===== src/design/fsms_pkg.sv =====
// fsms_pkg: shared types and constants for the flow-shop makespan evaluator
// used by fsms_ctrl, fsms_alu and flow_shop_makespan_with_setups_core
`timescale 1ns / 1ps

package fsms_pkg;

  localparam int BYTE_W       = 8;
  localparam int NUM_PROC     = 8;
  localparam int SETUP_W      = 16;
  localparam int MAKESPAN_W   = 24;
  localparam int TYPE_W       = 8;
  localparam int COUNT_W      = 4;
  localparam int CFG_IDX_W    = 2;
  localparam int CFG_DATA_W   = 64;
  localparam int IN_DATA_W    = TYPE_W + NUM_PROC * BYTE_W;

  localparam logic [CFG_IDX_W-1:0] REG_MACHINES = 2'd0;
  localparam logic [CFG_IDX_W-1:0] REG_SETUPS   = 2'd1;
  localparam logic [CFG_IDX_W-1:0] REG_FACTOR   = 2'd2;

  localparam logic [COUNT_W-1:0] MACHINES_RST = 4'd8;
  localparam logic [BYTE_W-1:0]  FACTOR_RST   = 8'd10;

  typedef enum logic [1:0] {
    S_IDLE,
    S_RUN,
    S_EMIT
  } state_t;

  typedef struct packed {
    logic load;
    logic step;
    logic last_step;
    logic emit;
  } ctrl_t;

endpackage


===== src/design/fsms_ctrl.sv =====
// fsms_ctrl: sequencer that walks the machines of one job, one per cycle
// depends on fsms_pkg
`timescale 1ns / 1ps

module fsms_ctrl #(
  parameter int MAX_MACHINES = 8
) (
  input  logic                              clk,
  input  logic                              rst_n,
  input  logic                              in_fire,
  input  logic                              out_free,
  input  logic [$clog2(MAX_MACHINES)-1:0]   last_idx,
  output logic                              in_ready,
  output fsms_pkg::ctrl_t                   ctrl,
  output logic [$clog2(MAX_MACHINES)-1:0]   idx,
  output logic [$clog2(MAX_MACHINES)-1:0]   setup_idx
);

  localparam int IDX_W = $clog2(MAX_MACHINES);

  fsms_pkg::state_t  state_r, state_nxt;
  logic [IDX_W-1:0]  idx_r, last_r;
  logic              at_last;

  assign at_last = (idx_r == last_r);

  always_comb begin
    state_nxt = state_r;
    unique case (state_r)
      fsms_pkg::S_IDLE: if (in_fire) state_nxt = fsms_pkg::S_RUN;
      fsms_pkg::S_RUN:  if (at_last) state_nxt = fsms_pkg::S_EMIT;
      fsms_pkg::S_EMIT: if (out_free) state_nxt = fsms_pkg::S_IDLE;
      default:          state_nxt = fsms_pkg::S_IDLE;
    endcase
  end

  always_comb begin
    in_ready       = 1'b0;
    ctrl           = '0;
    setup_idx      = '0;
    unique case (state_r)
      fsms_pkg::S_IDLE: begin
        in_ready  = 1'b1;
        ctrl.load = in_fire;
      end
      fsms_pkg::S_RUN: begin
        ctrl.step      = 1'b1;
        ctrl.last_step = at_last;
        if (!at_last) setup_idx = idx_r + 1'b1;
      end
      fsms_pkg::S_EMIT: begin
        ctrl.emit = out_free;
      end
      default: begin
        in_ready = 1'b0;
      end
    endcase
  end

  assign idx = idx_r;

  always_ff @(posedge clk) begin
    if (!rst_n) begin
      state_r <= fsms_pkg::S_IDLE;
      idx_r   <= '0;
      last_r  <= '0;
    end else begin
      state_r <= state_nxt;
      if (ctrl.load) begin
        idx_r  <= '0;
        last_r <= last_idx;
      end else if (ctrl.step && !at_last) begin
        idx_r <= idx_r + 1'b1;
      end
    end
  end

endmodule


===== src/design/fsms_alu.sv =====
// fsms_alu: shared step unit, setup multiply plus start/finish add and compare
// depends on fsms_pkg
`timescale 1ns / 1ps

module fsms_alu #(
  parameter int TIME_WIDTH = 24
) (
  input  logic [fsms_pkg::BYTE_W-1:0]  base,
  input  logic [fsms_pkg::BYTE_W-1:0]  factor,
  input  logic                         changed,
  output logic [fsms_pkg::SETUP_W-1:0] setup,
  input  logic [fsms_pkg::SETUP_W-1:0] setup_in,
  input  logic [TIME_WIDTH-1:0]        finish,
  input  logic [TIME_WIDTH-1:0]        upstream,
  input  logic [fsms_pkg::BYTE_W-1:0]  proc,
  output logic [TIME_WIDTH-1:0]        finish_new,
  output logic                         sat
);

  logic [TIME_WIDTH:0]   ready_sum, start_sum;
  logic [TIME_WIDTH+1:0] end_sum;

  // setup for the next machine, registered outside before use
  assign setup = changed ? (fsms_pkg::SETUP_W'(base) * fsms_pkg::SETUP_W'(factor))
                         : fsms_pkg::SETUP_W'(base);

  assign ready_sum = (TIME_WIDTH+1)'(finish) + (TIME_WIDTH+1)'(setup_in);
  assign start_sum = (ready_sum > (TIME_WIDTH+1)'(upstream)) ? ready_sum
                                                             : (TIME_WIDTH+1)'(upstream);
  assign end_sum   = (TIME_WIDTH+2)'(start_sum) + (TIME_WIDTH+2)'(proc);
  assign sat       = |end_sum[TIME_WIDTH+1:TIME_WIDTH];
  assign finish_new = sat ? {TIME_WIDTH{1'b1}} : end_sum[TIME_WIDTH-1:0];

endmodule


===== src/design/flow_shop_makespan_with_setups_core.sv =====
// Flow-shop makespan evaluator with setup times. Each job item walks the machines in use
// one per cycle through a single shared step unit; the per-machine chain is what sets the
// timing. After accept the block steps through the machines in use in its run state, then
// an emit step loads the result register; the next item can be taken once it is loaded.
// in_tready is low from accept until the result has been loaded, and a result still
// waiting on out_tready holds the block in its emit step. The setup multiply for the next
// machine runs in the step before its use, through a register. Configuration is taken at
// any time on the cfg channel and must only be written while the block is idle.
// top level, depends on fsms_pkg, fsms_ctrl and fsms_alu
`timescale 1ns / 1ps

module flow_shop_makespan_with_setups_core #(
  parameter int MAX_MACHINES = 8,
  parameter int TIME_WIDTH   = 24
) (
  input  logic                              clk,
  input  logic                              rst_n,
  input  logic                              in_tvalid,
  output logic                              in_tready,
  // job_type, proc_time_m0 .. proc_time_m7
  input  logic [fsms_pkg::IN_DATA_W-1:0]    in_tdata,
  // start_schedule
  input  logic [0:0]                        in_tuser,
  output logic                              out_tvalid,
  input  logic                              out_tready,
  // makespan
  output logic [fsms_pkg::MAKESPAN_W-1:0]   out_tdata,
  // overflow
  output logic [0:0]                        out_tuser,
  input  logic                              cfg_valid,
  output logic                              cfg_ready,
  input  logic [fsms_pkg::CFG_IDX_W-1:0]    cfg_index,
  input  logic [fsms_pkg::CFG_DATA_W-1:0]   cfg_data
);

  localparam int IDX_W = $clog2(MAX_MACHINES);
  localparam int BW    = fsms_pkg::BYTE_W;

  logic [fsms_pkg::COUNT_W-1:0]  machines_r;
  logic [BW-1:0]                 setup_base_r [MAX_MACHINES];
  logic [BW-1:0]                 factor_r;

  logic [TIME_WIDTH-1:0]         fin_r [MAX_MACHINES];
  logic [fsms_pkg::TYPE_W-1:0]   prev_type_r;
  logic                          have_r;
  logic [TIME_WIDTH-1:0]         mk_r;
  logic                          sat_r;

  logic [BW-1:0]                 proc_r [MAX_MACHINES];
  logic                          changed_r;
  logic [fsms_pkg::SETUP_W-1:0]  setup_r;
  logic [TIME_WIDTH-1:0]         upstream_r;

  logic                          out_tvalid_r;
  logic [fsms_pkg::MAKESPAN_W-1:0] out_tdata_r;
  logic                          out_tuser_r;

  logic                          in_fire, out_free, start, changed_now;
  logic [fsms_pkg::TYPE_W-1:0]   jtype;
  logic [IDX_W-1:0]              last_idx, idx, setup_idx;
  fsms_pkg::ctrl_t               ctrl;
  logic [fsms_pkg::SETUP_W-1:0]  alu_setup;
  logic [TIME_WIDTH-1:0]         alu_finish;
  logic                          alu_sat;
  logic [TIME_WIDTH+fsms_pkg::MAKESPAN_W-1:0] mk_ext;

  assign cfg_ready = 1'b1;
  assign in_fire   = in_tvalid & in_tready;
  assign out_free  = !out_tvalid_r || out_tready;
  assign start     = in_tuser[0];
  assign jtype     = in_tdata[fsms_pkg::TYPE_W-1:0];
  assign changed_now = !start && have_r && (prev_type_r != jtype);

  // clamp machine count to 1..MAX_MACHINES, as a last index
  always_comb begin
    priority if (machines_r == '0)
      last_idx = '0;
    else if (machines_r > fsms_pkg::COUNT_W'(MAX_MACHINES))
      last_idx = IDX_W'(MAX_MACHINES - 1);
    else
      last_idx = IDX_W'(machines_r - 1'b1);
  end

  fsms_ctrl #(.MAX_MACHINES(MAX_MACHINES)) u_ctrl (
    .clk       (clk),
    .rst_n     (rst_n),
    .in_fire   (in_fire),
    .out_free  (out_free),
    .last_idx  (last_idx),
    .in_ready  (in_tready),
    .ctrl      (ctrl),
    .idx       (idx),
    .setup_idx (setup_idx)
  );

  fsms_alu #(.TIME_WIDTH(TIME_WIDTH)) u_alu (
    .base       (setup_base_r[setup_idx]),
    .factor     (factor_r),
    .changed    (ctrl.load ? changed_now : changed_r),
    .setup      (alu_setup),
    .setup_in   (setup_r),
    .finish     (fin_r[idx]),
    .upstream   (upstream_r),
    .proc       (proc_r[idx]),
    .finish_new (alu_finish),
    .sat        (alu_sat)
  );

  // configuration registers
  always_ff @(posedge clk) begin
    if (!rst_n) begin
      machines_r <= fsms_pkg::MACHINES_RST;
      factor_r   <= fsms_pkg::FACTOR_RST;
      for (int m = 0; m < MAX_MACHINES; m++) setup_base_r[m] <= '0;
    end else if (cfg_valid && cfg_ready) begin
      unique case (cfg_index)
        fsms_pkg::REG_MACHINES: machines_r <= cfg_data[fsms_pkg::COUNT_W-1:0];
        fsms_pkg::REG_SETUPS: begin
          for (int m = 0; m < MAX_MACHINES; m++) setup_base_r[m] <= cfg_data[BW*m +: BW];
        end
        fsms_pkg::REG_FACTOR:   factor_r <= cfg_data[BW-1:0];
        default:                factor_r <= factor_r;
      endcase
    end
  end

  // schedule state
  always_ff @(posedge clk) begin
    if (!rst_n) begin
      for (int m = 0; m < MAX_MACHINES; m++) fin_r[m] <= '0;
      prev_type_r <= '0;
      have_r      <= 1'b0;
      mk_r        <= '0;
      sat_r       <= 1'b0;
    end else if (ctrl.load) begin
      if (start) begin
        for (int m = 0; m < MAX_MACHINES; m++) fin_r[m] <= '0;
        mk_r  <= '0;
        sat_r <= 1'b0;
      end
      prev_type_r <= jtype;
      have_r      <= 1'b1;
    end else if (ctrl.step) begin
      fin_r[idx] <= alu_finish;
      if (alu_sat) sat_r <= 1'b1;
      if (ctrl.last_step && (alu_finish > mk_r)) mk_r <= alu_finish;
    end
  end

  // per-job working registers
  always_ff @(posedge clk) begin
    if (ctrl.load) begin
      for (int m = 0; m < MAX_MACHINES; m++)
        proc_r[m] <= in_tdata[fsms_pkg::TYPE_W + BW*m +: BW];
      changed_r  <= changed_now;
      setup_r    <= alu_setup;
      upstream_r <= '0;
    end else if (ctrl.step) begin
      setup_r    <= alu_setup;
      upstream_r <= alu_finish;
    end
  end

  assign mk_ext = {{fsms_pkg::MAKESPAN_W{1'b0}}, mk_r};

  // result register
  always_ff @(posedge clk) begin
    if (!rst_n) begin
      out_tvalid_r <= 1'b0;
    end else if (ctrl.emit) begin
      out_tvalid_r <= 1'b1;
    end else if (out_tready) begin
      out_tvalid_r <= 1'b0;
    end
  end

  always_ff @(posedge clk) begin
    if (ctrl.emit) begin
      out_tdata_r <= mk_ext[fsms_pkg::MAKESPAN_W-1:0];
      out_tuser_r <= sat_r;
    end
  end

  assign out_tvalid   = out_tvalid_r;
  assign out_tdata    = out_tdata_r;
  assign out_tuser[0] = out_tuser_r;

endmodule


===== config.mk =====
export PLATFORM = sky130hd
export DESIGN_NAME = flow_shop_makespan_with_setups_core
export DESIGN_NICKNAME = d
export VERILOG_FILES = /design/src/design/fsms_pkg.sv /design/src/design/fsms_ctrl.sv /design/src/design/fsms_alu.sv /design/src/design/flow_shop_makespan_with_setups_core.sv
export SDC_FILE = /design/constraint.sdc
export NUM_CORES = 1
export LEC_CHECK = 0
export BUFFER_PORTS_ARGS = -buffer_cell sky130_fd_sc_hd__buf_2
export CORE_MARGIN = 4
export CORE_UTILIZATION = 60
export CTS_CLUSTER_DIAMETER = 200
export CTS_CLUSTER_SIZE = 16
export DETAILED_ROUTE_END_ITERATION = 8
export GPL_TIMING_DRIVEN = 0
export PLACE_DENSITY = 0.79
export SETUP_SLACK_MARGIN = 0.1
export SLEW_MARGIN = 25
export SYNTH_ARGS = -nofsm -noshare
export SYNTH_HDL_FRONTEND = slang
export SYNTH_SLANG_ARGS = --single-unit

===== constraint.sdc =====
create_clock -name clk -period 13.6 [get_ports clk]
set_input_delay 2.04 -clock clk [delete_from_list [all_inputs] [get_ports clk]]
set_output_delay 2.04 -clock clk [all_outputs]
set_load 0.02 [all_outputs]

# After elaboration in Yosys (flattened, before gate mapping)
# Memory sizes are Yosys's and may differ from the RTL's. A register that Yosys moved wholly into a read port is not among the register bits.
# Index checks and enable logic that the tools add are counted.
[word_totals]
ff_bits = 121
mem_bits_rw = 320
output_inout_bits = 28
elab_cells = 143
memories = 3
[classes]
addsub = 4
multipliers = 1
magnitude_cmp = 3
n_eq_ne = 10
n_mux = 66
bitwise_logic = 18
n_reduce_logical = 23
[memory_table]
columns = ["name", "depth", "word_bits", "read_ports", "rd_clocked_by_memory_dff", "wr", "line", "text"]
rows = [
  ["fin_r", 8, 24, 1, 1, 8, "flow_shop_makespan_with_setups_core.sv:43", "logic [TIME_WIDTH-1:0] fin_r [MAX_MACHINES];"],
  ["proc_r", 8, 8, 1, 1, 8, "flow_shop_makespan_with_setups_core.sv:49", "logic [BW-1:0] proc_r [MAX_MACHINES];"],
  ["setup_base_r", 8, 8, 1, 0, 8, "flow_shop_makespan_with_setups_core.sv:40", "logic [BW-1:0] setup_base_r [MAX_MACHINES];"],
]
[ops]
columns = ["op", "count"]
rows = [
  ["$mux W24", 14],
  ["$mux W8", 8],
  ["$mux W16", 3],
  ["$mux W3", 9],
  ["$add A25 B8 Y26", 1],
  ["$mux W1", 26],
  ["$add A24 B16 Y25", 1],
  ["$gt A25 B24 Y1", 1],
  ["$mux W25", 1],
  ["$gt A24 B24 Y1", 1],
  ["$reduce_or A24 Y1", 1],
  ["$mul A8 B8 Y16", 1],
  ["$or A1 B1 Y1", 16],
  ["$reduce_and A3 Y1", 3],
  ["$mux W2", 4],
  ["$ne A8 B8 Y1", 1],
  ["$reduce_bool A2 Y1", 4],
  ["$ne A2 B1 Y1 const B", 3],
  ["$pmux W2 S3", 1],
  ["$eq A2 B1 Y1 const B", 2],
  ["$eq A2 B2 Y1 const B", 2],
  ["$gt A4 B4 Y1 const B", 1],
  ["$logic_and A1 B1 Y1", 4],
  ["$logic_not A2 Y1", 2],
  ["other kinds (11)", 15],
]

# Depth between registers and ports, before layout
# Gate-level depths: netlist of the first run.
[depth]
ltp_word = 11
ltp_mapped = 57
depth_no_buf = 46

# Cells and area by module
# A second synthesis of the first run with hierarchy kept.
[hier_totals]
hier_cells = 2074
hier_area_um2 = 23865.4
[by_module_without_submodules]
columns = ["mod", "n_inst", "cells_each", "area_each_um2", "seq_area_each_um2"]
rows = [
  ["flow_shop_makespan_with_setups_core", 1, 1296, 18128.6, 12281.8],
  ["fsms_alu", 1, 730, 5281.3, 0.0],
  ["fsms_ctrl", 1, 48, 455.4, 160.2],
]

# Least setup slack after synthesis of the first run
# OpenSTA, ideal clock, no wires.
[synth_path]
path_kind = "flip-flop to flip-flop"
startpoint = "register (tool-made name)"
endpoint = "register mk_r[15]"
t_arrival_ns = 12.004
path_slack_ns = 1.524
stages_incl_launch_ff = 54
path_buffers = 11
synth_period_minus_slack_ns = 12.076
cell_sequence = "dfxtp_1 buf_2 buf_8 clkbuf_1 buf_1 mux4_2 mux2_2 ha_1 clkbuf_1 nand3_1 a211oi_1 nor3_1 o31ai_1 nand3_1 xnor2_1 inv_1 ha_1 nand3_1 (+18 left out) nand2_4 o31ai_4 nor4_1 buf_2 inv_1 ha_1 a21o_1 a21o_1 a21oi_1 o211ai_1 a31oi_1 o21ai_0 a21oi_1 nor3_1 nor2b_1 clkdlybuf4s50_2 dlygate4sd3_1 o2bb2ai_1"
[synth_lines]
columns = ["element", "line", "text"]
rows = [
  ["end signal: assignment", "flow_shop_makespan_with_setups_core.sv:146", "if (ctrl.last_step && (alu_finish > mk_r)) mk_r <= alu_finish;"],
  ["end: declaration", "flow_shop_makespan_with_setups_core.sv:46", "logic [TIME_WIDTH-1:0] mk_r;"],
]

==> summary.txt, run 1 <==
STA
  – Worst setup margin: around 0.89 ns
  – Peak Freq: 78.69 MHz
  – RSZ-0062 raised after global routing: no
  – Worst Hold Margin: 0.4634 ns
  – Worst relative slew slack: 0.4190
  – Final TNS setup: 0 ns
  – Worst slew pin tran: 0.8715 ns
  – Skew final: 0.04217 ns
  – Max Slew Vio Count: 0
  – Final Hold Fails: 0
  – Final setup vio count: 0
  – Final critical-path share of the clock period: 0.9344
  – Final Critical Period: around 13 ns

Yosys
  – Synth warn: 0
  – Syn Area/Cell: around 12 um^2
  – Post-synth EDFFs: between 300 and 400
  – Flops & latches, synth: 444
  – Synthesized net count: 2315
  – Sequential area share after synthesis: 0.5174
  – Unique masters post-synth: 86
  – Synth Flop Type: edfxtp_1
  – Ys async rst share: 0
  – Syn Inst Count: approximately 2.0k
  – Post-Syn Area: 24160 um^2

Worst setup path
  – Startpoint Class: flop
  – Worst-path fanout max: 10
  – CP dominant cell by count: a21oi_1
  – Reg-to-reg slack, setup: 0.89 ns
  – RR Endpoint: mk_r[11]$_SDFFE_PN0P_
  – Crit path kind: flop to flop
  – Crit path capture type: flop
  – Max incr delay on CP: 0.64 ns
  – Worst r2r path cells: 51
  – Crit-path slowest cell: clkdlybuf4s50_2
  – Crit path DAT: 13.25 ns
  – Worst Path Required: 14.14 ns

Floorplan
  – Die width: 208.7 um
  – Die ar.: 43550 um^2
  – Total core area: 39730 um^2
  – Number of I/O pins: 172
  – Die Y: 208.7 um
  – # rows: 73
  – Effective utilization at floorplan: 0.6081

Global routing
  – Vias in the first global route: 16.76k
  – Gr ovfl total: 0
  – Pin count of the biggest net entering global routing: 40
  – Gr usage total: 0.2703
  – First-pass GRT wire length: 93230 um
  – Initial antenna violation count: 1

CTS
  – CTS Hold Buffers Added: 0
  – Reg clk slew, reported paths: 0.07 ns
  – Clock buffer depth: 3
  – CTS buffer count: 31
  – TritonCTS clock tree: yes
  – Number of clock sinks: 444
  – Root Buffer: clkbuf_16
  – H-tree depth: 1
  – Worst-Skew Late Latency: between 0.6 and 0.7 ns

Finish
  – Post-Route Utilization: 0.6757
  – Nets@finish: 2526
  – Final Cell Area: 26850 um^2
  – Footprint of the multi-input gates: 10350 um^2
  – Area grow syn2layout: 11.12%
  – Ant. Diodes: 0
  – Storage cell area: 12500 um^2
  – Share of cells above drive strength 1: 0.2404
  – Fill cells: between 2k and 3k

Route
  – WL/cell: around 21 um
  – Vias/cell: 5.895
  – DR iter-0 viols: around 1.5k
  – Drt pass-1 iters: 6
  – DR vias: 16.41k
  – Drt drc: 0
  – Antenna-violating nets left: 0
  – Drt total wl: 59550 um

Power
  – Cell leakage power: 0.01046 uW
  – Worst IR Drop VDD: approximately 0.00011 V
  – P per Cell Area: roughly 180 nW/um^2

Placement
  – DP HPWL: 43810 um
  – Pre-CTS WS: -1.605 ns
  – GP Congestion: 0.8920
  – Port bufs: 170
  – Post-DP Area: 25820 um^2

Job
  – Max_cap viols: 0

Hold path
  – Worst Hold Class: flop to flop
  – Hold_sp: mk_r[3]$_SDFFE_PN0P_
  – Hold depth: 0
  – Worst hold endpoint: out_tdata[3]$_DFFE_PP_

Outcome
  – Status: complete, no violations
cells by family (layout without fill, tap and decap cells):
group,Yosys count,in the layout,share of synthesized area
simple gates,704,704,0.1507
other cells,1,1,0.0001552
mux,109,109,0.08109
buf+inv,272,508,0.05924
xor+xnor,64,64,0.02320
compound gates,280,280,0.07933
fa+ha+maj,149,149,0.08886
flops,444,444,0.5174
area by class of cell:
class / count / share of cell area
timing repair buffer: 180 / 0.03663
clock buffer: 57 / 0.03332
clock inverter: 1 / 0.0007456
tap: 525 / 0.02447
multi-input combinational: 1307 / 0.3855
sequential: 444 / 0.4657
inverter: 154 / 0.02153
buffer: 116 / 0.03211
placed cells by master, fill, tap and decap left out, drive strengths merged, types with 22 or more instances in the layout:
cell type and count:
inv 154, fa 38, a21oi 83, mux2 24, o21ai 65, ha 110, nor2b 39, buf 233
dfxtp 83, nand3 37, o22ai 22, and2 88, mux4 64, xnor2 46, nor3 24, nand2b 25
nand2 163, o2bb2ai 24, edfxtp 361, nor2 278, clkbuf 109
how the worst max path moves through the flow:
stage | from | endpoint | slack, ns | cells past startpoint
3_5_place_dp | flop | mk_r[9]$_SDFFE_PN0P_ | -1.61 | 54
3_3_place_gp | flop | mk_r[17]$_SDFFE_PN0P_ | -2.52 | 50
4_1_cts | flop | mk_r[11]$_SDFFE_PN0P_ | 0.11 | 49
6_report | flop | mk_r[11]$_SDFFE_PN0P_ | 0.89 | 51
5_1_grt | flop | mk_r[11]$_SDFFE_PN0P_ | 0.12 | 56
2_1_floorplan | flop | mk_r[15]$_SDFFE_PN0P_ | 1.52 | 53
synth_stat cells, types with 5 or more instances:
master | count | area share
o31ai_1 | 5 | 0.0016
buf_1 | 5 | 0.00078
and2_1 | 85 | 0.022
edfxtp_1 | 361 | 0.45
xnor2_1 | 46 | 0.017
nand3_1 | 37 | 0.0077
nand2b_1 | 25 | 0.0065
a211oi_1 | 15 | 0.0047
a21boi_0 | 9 | 0.0028
nor2_1 | 165 | 0.026
fa_1 | 38 | 0.031
mux2_2 | 24 | 0.011
mux4_2 | 55 | 0.051
mux2i_1 | 20 | 0.0083
dfxtp_1 | 83 | 0.069
buf_6 | 32 | 0.015
and3_1 | 5 | 0.0013
nand4_1 | 17 | 0.0044
dlygate4sd3_1 | 12 | 0.0050
clkbuf_1 | 47 | 0.0073
o21ai_1 | 7 | 0.0014
inv_1 | 151 | 0.023
o211ai_1 | 5 | 0.0016
a21oi_1 | 80 | 0.017
nor4_1 | 8 | 0.0021
buf_4 | 5 | 0.0016
xor2_1 | 18 | 0.0065
mux4_1 | 9 | 0.0098
o2bb2ai_2 | 15 | 0.0093
nor2b_1 | 39 | 0.010
a21o_1 | 9 | 0.0028
nand2_1 | 155 | 0.024
nor2_2 | 100 | 0.026
nor3_1 | 24 | 0.0050
o22ai_1 | 22 | 0.0057
buf_2 | 10 | 0.0021
nand2_2 | 7 | 0.0018
a31oi_1 | 5 | 0.0013
ha_1 | 110 | 0.057
nor2_4 | 13 | 0.0061
o2111ai_1 | 5 | 0.0018
o2bb2ai_1 | 9 | 0.0033
o21ai_0 | 58 | 0.012
through the flow:
step | std cells | power [uW]
after CTS | 2784 | 4849
after global placement | 2718 | 3862
after global routing | 2784 | 5176
final | 2784 | 4890
after floorplan | 2023 | 3313
after detailed placement | 2724 | 3935
flip-flops by register name, indices dropped and copies added (netlist names), named ones only:
| name | flops |
|---|---|
| setup_r | 16 |
| out_tuser | 1 |
| u_ctrl.state_r | 2 |
| upstream_r | 24 |
| u_ctrl.idx | 3 |
| factor_r | 8 |
| proc_r | 64 |
| fin_r | 192 |
| have_r | 1 |
| out_tdata | 24 |
| sat_r | 1 |
| machines_r | 4 |
| mk_r | 24 |
| prev_type_r | 8 |
| u_ctrl.last_r | 3 |
| setup_base_r | 64 |
| changed_r | 1 |
| out_tvalid | 1 |
metal layers:
layer,up-vias,share of wire,GRT usage
met2,671,0.50,0.4728
met5,-,0.00020,0
met4,2,0.031,0.07988
met3,102,0.075,0.03588
li1,7582,-,-
met1,8055,0.40,0.3569
power breakdown:
| group | switching, uW | internal (uW) |
|---|---|---|
| logic | 1470 | 831 |
| registers | 62.8 | 1620 |
| clock network | 467 | 444 |
critical path: cells and delay by family (launching register included):
kind                       cells  cell delay [ns]
xor gates and xnor gates       1             0.29
adders and majority gates      4             1.19
DFF                            1             0.41
AOI/OAI and AO/OA             19             4.17
buffers and inverters         13             3.52
muxes                          2             0.64
and+or+nand+nor               12             2.38
repair_timing:
| item | 4_1_cts | 5_1_grt |
|---|---|---|
| endpoints found under the hold margin | 0 | 0 |
| pin swaps | 1 | 0 |
| setup buffers | 3 | 1 |
| gates resized for setup | 23 | 26 |
| setup endpoints to repair | 24 | 24 |
No activity file was read; power rests on OpenSTA's default activity.
==> inputs of run 2 (changes only) <==
--- a/config.mk
+++ b/config.mk
@@ -6,15 +6,16 @@
 export NUM_CORES = 1
 export LEC_CHECK = 0
 export BUFFER_PORTS_ARGS = -buffer_cell sky130_fd_sc_hd__buf_2
+export CORE_ASPECT_RATIO = 1.75
 export CORE_MARGIN = 4
 export CORE_UTILIZATION = 60
-export CTS_CLUSTER_DIAMETER = 200
+export CTS_CLUSTER_DIAMETER = 40
 export CTS_CLUSTER_SIZE = 16
 export DETAILED_ROUTE_END_ITERATION = 8
 export GPL_TIMING_DRIVEN = 0
 export PLACE_DENSITY = 0.79
 export SETUP_SLACK_MARGIN = 0.1
-export SLEW_MARGIN = 25
+export SLEW_MARGIN = 10
 export SYNTH_ARGS = -nofsm -noshare
 export SYNTH_HDL_FRONTEND = slang
 export SYNTH_SLANG_ARGS = --single-unit
==> run 2 against run 1 <==
Effect of this change:
- wire length is 1.0% higher
- clock skew shrank 0.012 ns
- via count down 0.89%
- worst hold slack better by 0.0057 ns
- global-route usage rose by 0.54 points
==> summary.txt, run 2 (synthesis results as in run 1) <==
STA
  – Final setup vio count: 0 (unchanged)
  – Worst relative slew slack: 0.1577 (-0.2614)
  – Worst slew pin tran: 1.260 ns (+0.3890 ns)
  – Final critical-path share of the clock period: 0.9514 (+0.01698)
  – Peak Freq: 77.29 MHz (-1.8%)
  – Max Slew Vio Count: 0 (unchanged)
  – Final Critical Period: 12.94 ns (+0.2309 ns)
  – Skew final: 0.03009 ns (-0.01208 ns)
  – RSZ-0062 raised after global routing: no
  – Final Hold Fails: 0 (unchanged)
  – Worst Hold Margin: 0.4691 ns (+0.005666 ns)

Power
  – Sequential share of power: 0.329 (-0.015)
  – Cell leakage power: 0.01058 uW (+1.2%)
  – Sw Ratio: 0.4044 (-0.003967)
  – Power, Total: 5109 uW (+4.5%)
  – P per Cell Area: 188.5 nW/um^2 (+3.5%)
  – Internal: 3043 uW (+5.2%)
  – Combinational share of power: 0.450 (-0.020)
  – Psw: 2066 uW (+3.5%)
  – Worst IR Drop VDD: 0.0001700 V (+59%)
  – Power share of the clock group: 0.221 (+0.035)

Worst setup path
  – Crit path capture type: flop
  – Startpoint Class: flop
  – Worst Path Required: 14.04 ns (-0.10 ns)
  – RR Endpoint: mk_r[4]$_SDFFE_PN0P_
  – Max incr delay on CP: 0.73 ns (+0.09 ns)
  – Worst r2r path cells: 55 (+7.8%)
  – Crit path DAT: 13.38 ns (+0.13 ns)
  – Crit-path slowest cell: a221oi_1
  – Worst-path fanout max: 10 (unchanged)
  – CP Capture Point: mk_r[4]$_SDFFE_PN0P_
  – Reg-to-reg slack, setup: 0.66 ns (-0.23 ns)
  – Kind of cell adding the most delay to the critical path: buffers and inverters
  – Crit path kind: flop to flop
  – Levels on crit path: 55 (+7.8%)
  – CP Buf/Inv Count: 17 (+4)

Finish
  – Share of cells above drive strength 1: 0.2487 (+0.008305)
  – Largest register FFs: 192 (unchanged)
  – Ant. Diodes: 0 (unchanged)
  – Most frequent cells in the layout: 361 x edfxtp_1, 182 x buf_2, 165 x nor2_1
  – Commonest non-fill, non-tap cell in the layout: edfxtp_1
  – Final Cell Area: 27100 um^2 (+0.94%)
  – Largest registers: fin_r x192, proc_r x64, setup_base_r x64
  – Layout Cells excl Fill: 2763 (-0.75%)
  – Nets@finish: 2530 (+0.16%)
  – Largest Register: fin_r
  – Area grow syn2layout: 12.16%

Floorplan
  – # rows: 97 (+33%)
  – Total core area: 39930 um^2 (+0.50%)
  – Number of I/O pins: 172 (unchanged)
  – Effective utilization at floorplan: 0.6051 (-0.003011)
  – Die Y: 273.5 um (+31%)
  – Die ar.: 43670 um^2 (+0.29%)
  – Die width: 159.7 um (-23%)

Hold path
  – Hold_sp: prev_type_r[4]$_SDFFE_PN0P_
  – Worst Hold Class: flop to flop

Global routing
  – Vias in the first global route: 17.28k (+3.1%)
  – Gr ovfl total: 0 (unchanged)
  – Pin count of the biggest net entering global routing: 65 (+63%)
  – Initial antenna violation count: 1 (unchanged)
  – Gr usage total: 0.2758 (+0.005448)
  – First-pass GRT wire length: 92950 um (-0.30%)

Placement
  – GP Congestion: 0.9551 (+7.1%)
  – DP HPWL: 46100 um (+5.2%)
  – Port bufs: 170 (unchanged)
  – DP Cell Count: 2690 (-1.2%)
  – Post-DP Area: 25690 um^2 (-0.48%)

CTS
  – Number of clock sinks: 444 (unchanged)
  – H-tree depth: 2 (+1)
  – Reg clk slew, reported paths: 0.07 ns (about the same)
  – CTS buffer count: 41 (+32%)
  – Clock buffer depth: 3 (unchanged)
  – TritonCTS clock tree: yes
  – Worst-Skew Late Latency: 0.58 ns (-0.05 ns)
  – Root Buffer: clkbuf_16

Route
  – Vias/cell: 5.887 (-0.14%)
  – Drt pass-1 iters: 5 (-1)
  – Antenna-violating nets left: 0 (unchanged)
  – WL/cell: 21.77 um (+1.8%)
  – DR iter-0 viols: 983 (-33%)
  – DR vias: 16.27k (-0.89%)
  – Drt total wl: 60160 um (+1.0%)
  – Drt drc: 0 (unchanged)

Outcome
  – Status: complete, no violations

Job
  – Max_cap viols: 0 (unchanged)
==> run 2: layer usage <==
metal | wire, um | GRT usage | vias up
li1 | - | - | 7588
met1 | 19610 | 0.2741 | 7915
met2 | 33340 | 0.5362 | 584
met3 | 3140 | 0.03496 | 177
met4 | 4056 | 0.1696 | 2
met5 | 11 | 0 | -
==> run 2: metrics by stage <==
step,utilization,setup TNS (ns),setup WS (ns)
finish,0.6787,0,0.6610
detailed placement,0.6435,-38.63,-1.822
floorplan,-,0,1.524
global placement,0.6419,-65.18,-2.907
global route,0.6787,0,0.1143
CTS,0.6771,0,0.1183
==> run 2: worst min-delay path by stage <==
stage / end / slack (ns) / depth (start not counted)
after CTS: prev_type_r[4]$_SDFFE_PN0P_ / 0.47 / 2
after floorplan: out_tuser$_DFFE_PP_ / 0.41 / 0
final: prev_type_r[4]$_SDFFE_PN0P_ / 0.47 / 2
after detailed placement: prev_type_r[4]$_SDFFE_PN0P_ / 0.46 / 2
after global placement: have_r$_SDFFE_PN0P_ / 0.45 / 2
after global routing: prev_type_r[4]$_SDFFE_PN0P_ / 0.50 / 2
==> run 2: layout make-up <==
type,instances,area (um^2)
Multi-Input combinational cell,1307,10340
Sequential cell,444,12500
Inverter,154,578.1
Clock buffer,52,1067
Clock inverter,21,225.2
Timing Repair Buffer,174,905.9
Fill cell,2871,12830
Buffer,116,862.1
Tap cell,495,619.3
==> run 2: worst reg2reg max path, delay by kind of cell, from the launching register on <==
family / cells / cell delay [ns]
AOI/OAI and AO/OA: 16 / 3.81
xor gates and xnor gates: 1 / 0.24
adders and majority gates: 5 / 1.30
buffers and inverters: 17 / 4.06
DFF: 1 / 0.35
muxes: 2 / 0.88
and+or+nand+nor: 14 / 2.17
==> run 2: what timing repair did <==
action,in CTS,in global routing
setup endpoints to repair,24,24
hold buffers,0,0
pin swaps,0,1
setup buffers,0,2
endpoints found under the hold margin,0,0
gates resized for setup,29,22
==> run 2: power by group through the flow <==
stage	registers (uW)	clock network (uW)	logic [uW]
3_3_place_gp	1710	0	2180
2_1_floorplan	1690	0	1620
4_1_cts	1680	1140	2280
5_1_grt	1690	1190	2510
3_5_place_dp	1710	0	2250
6_report	1680	1130	2300
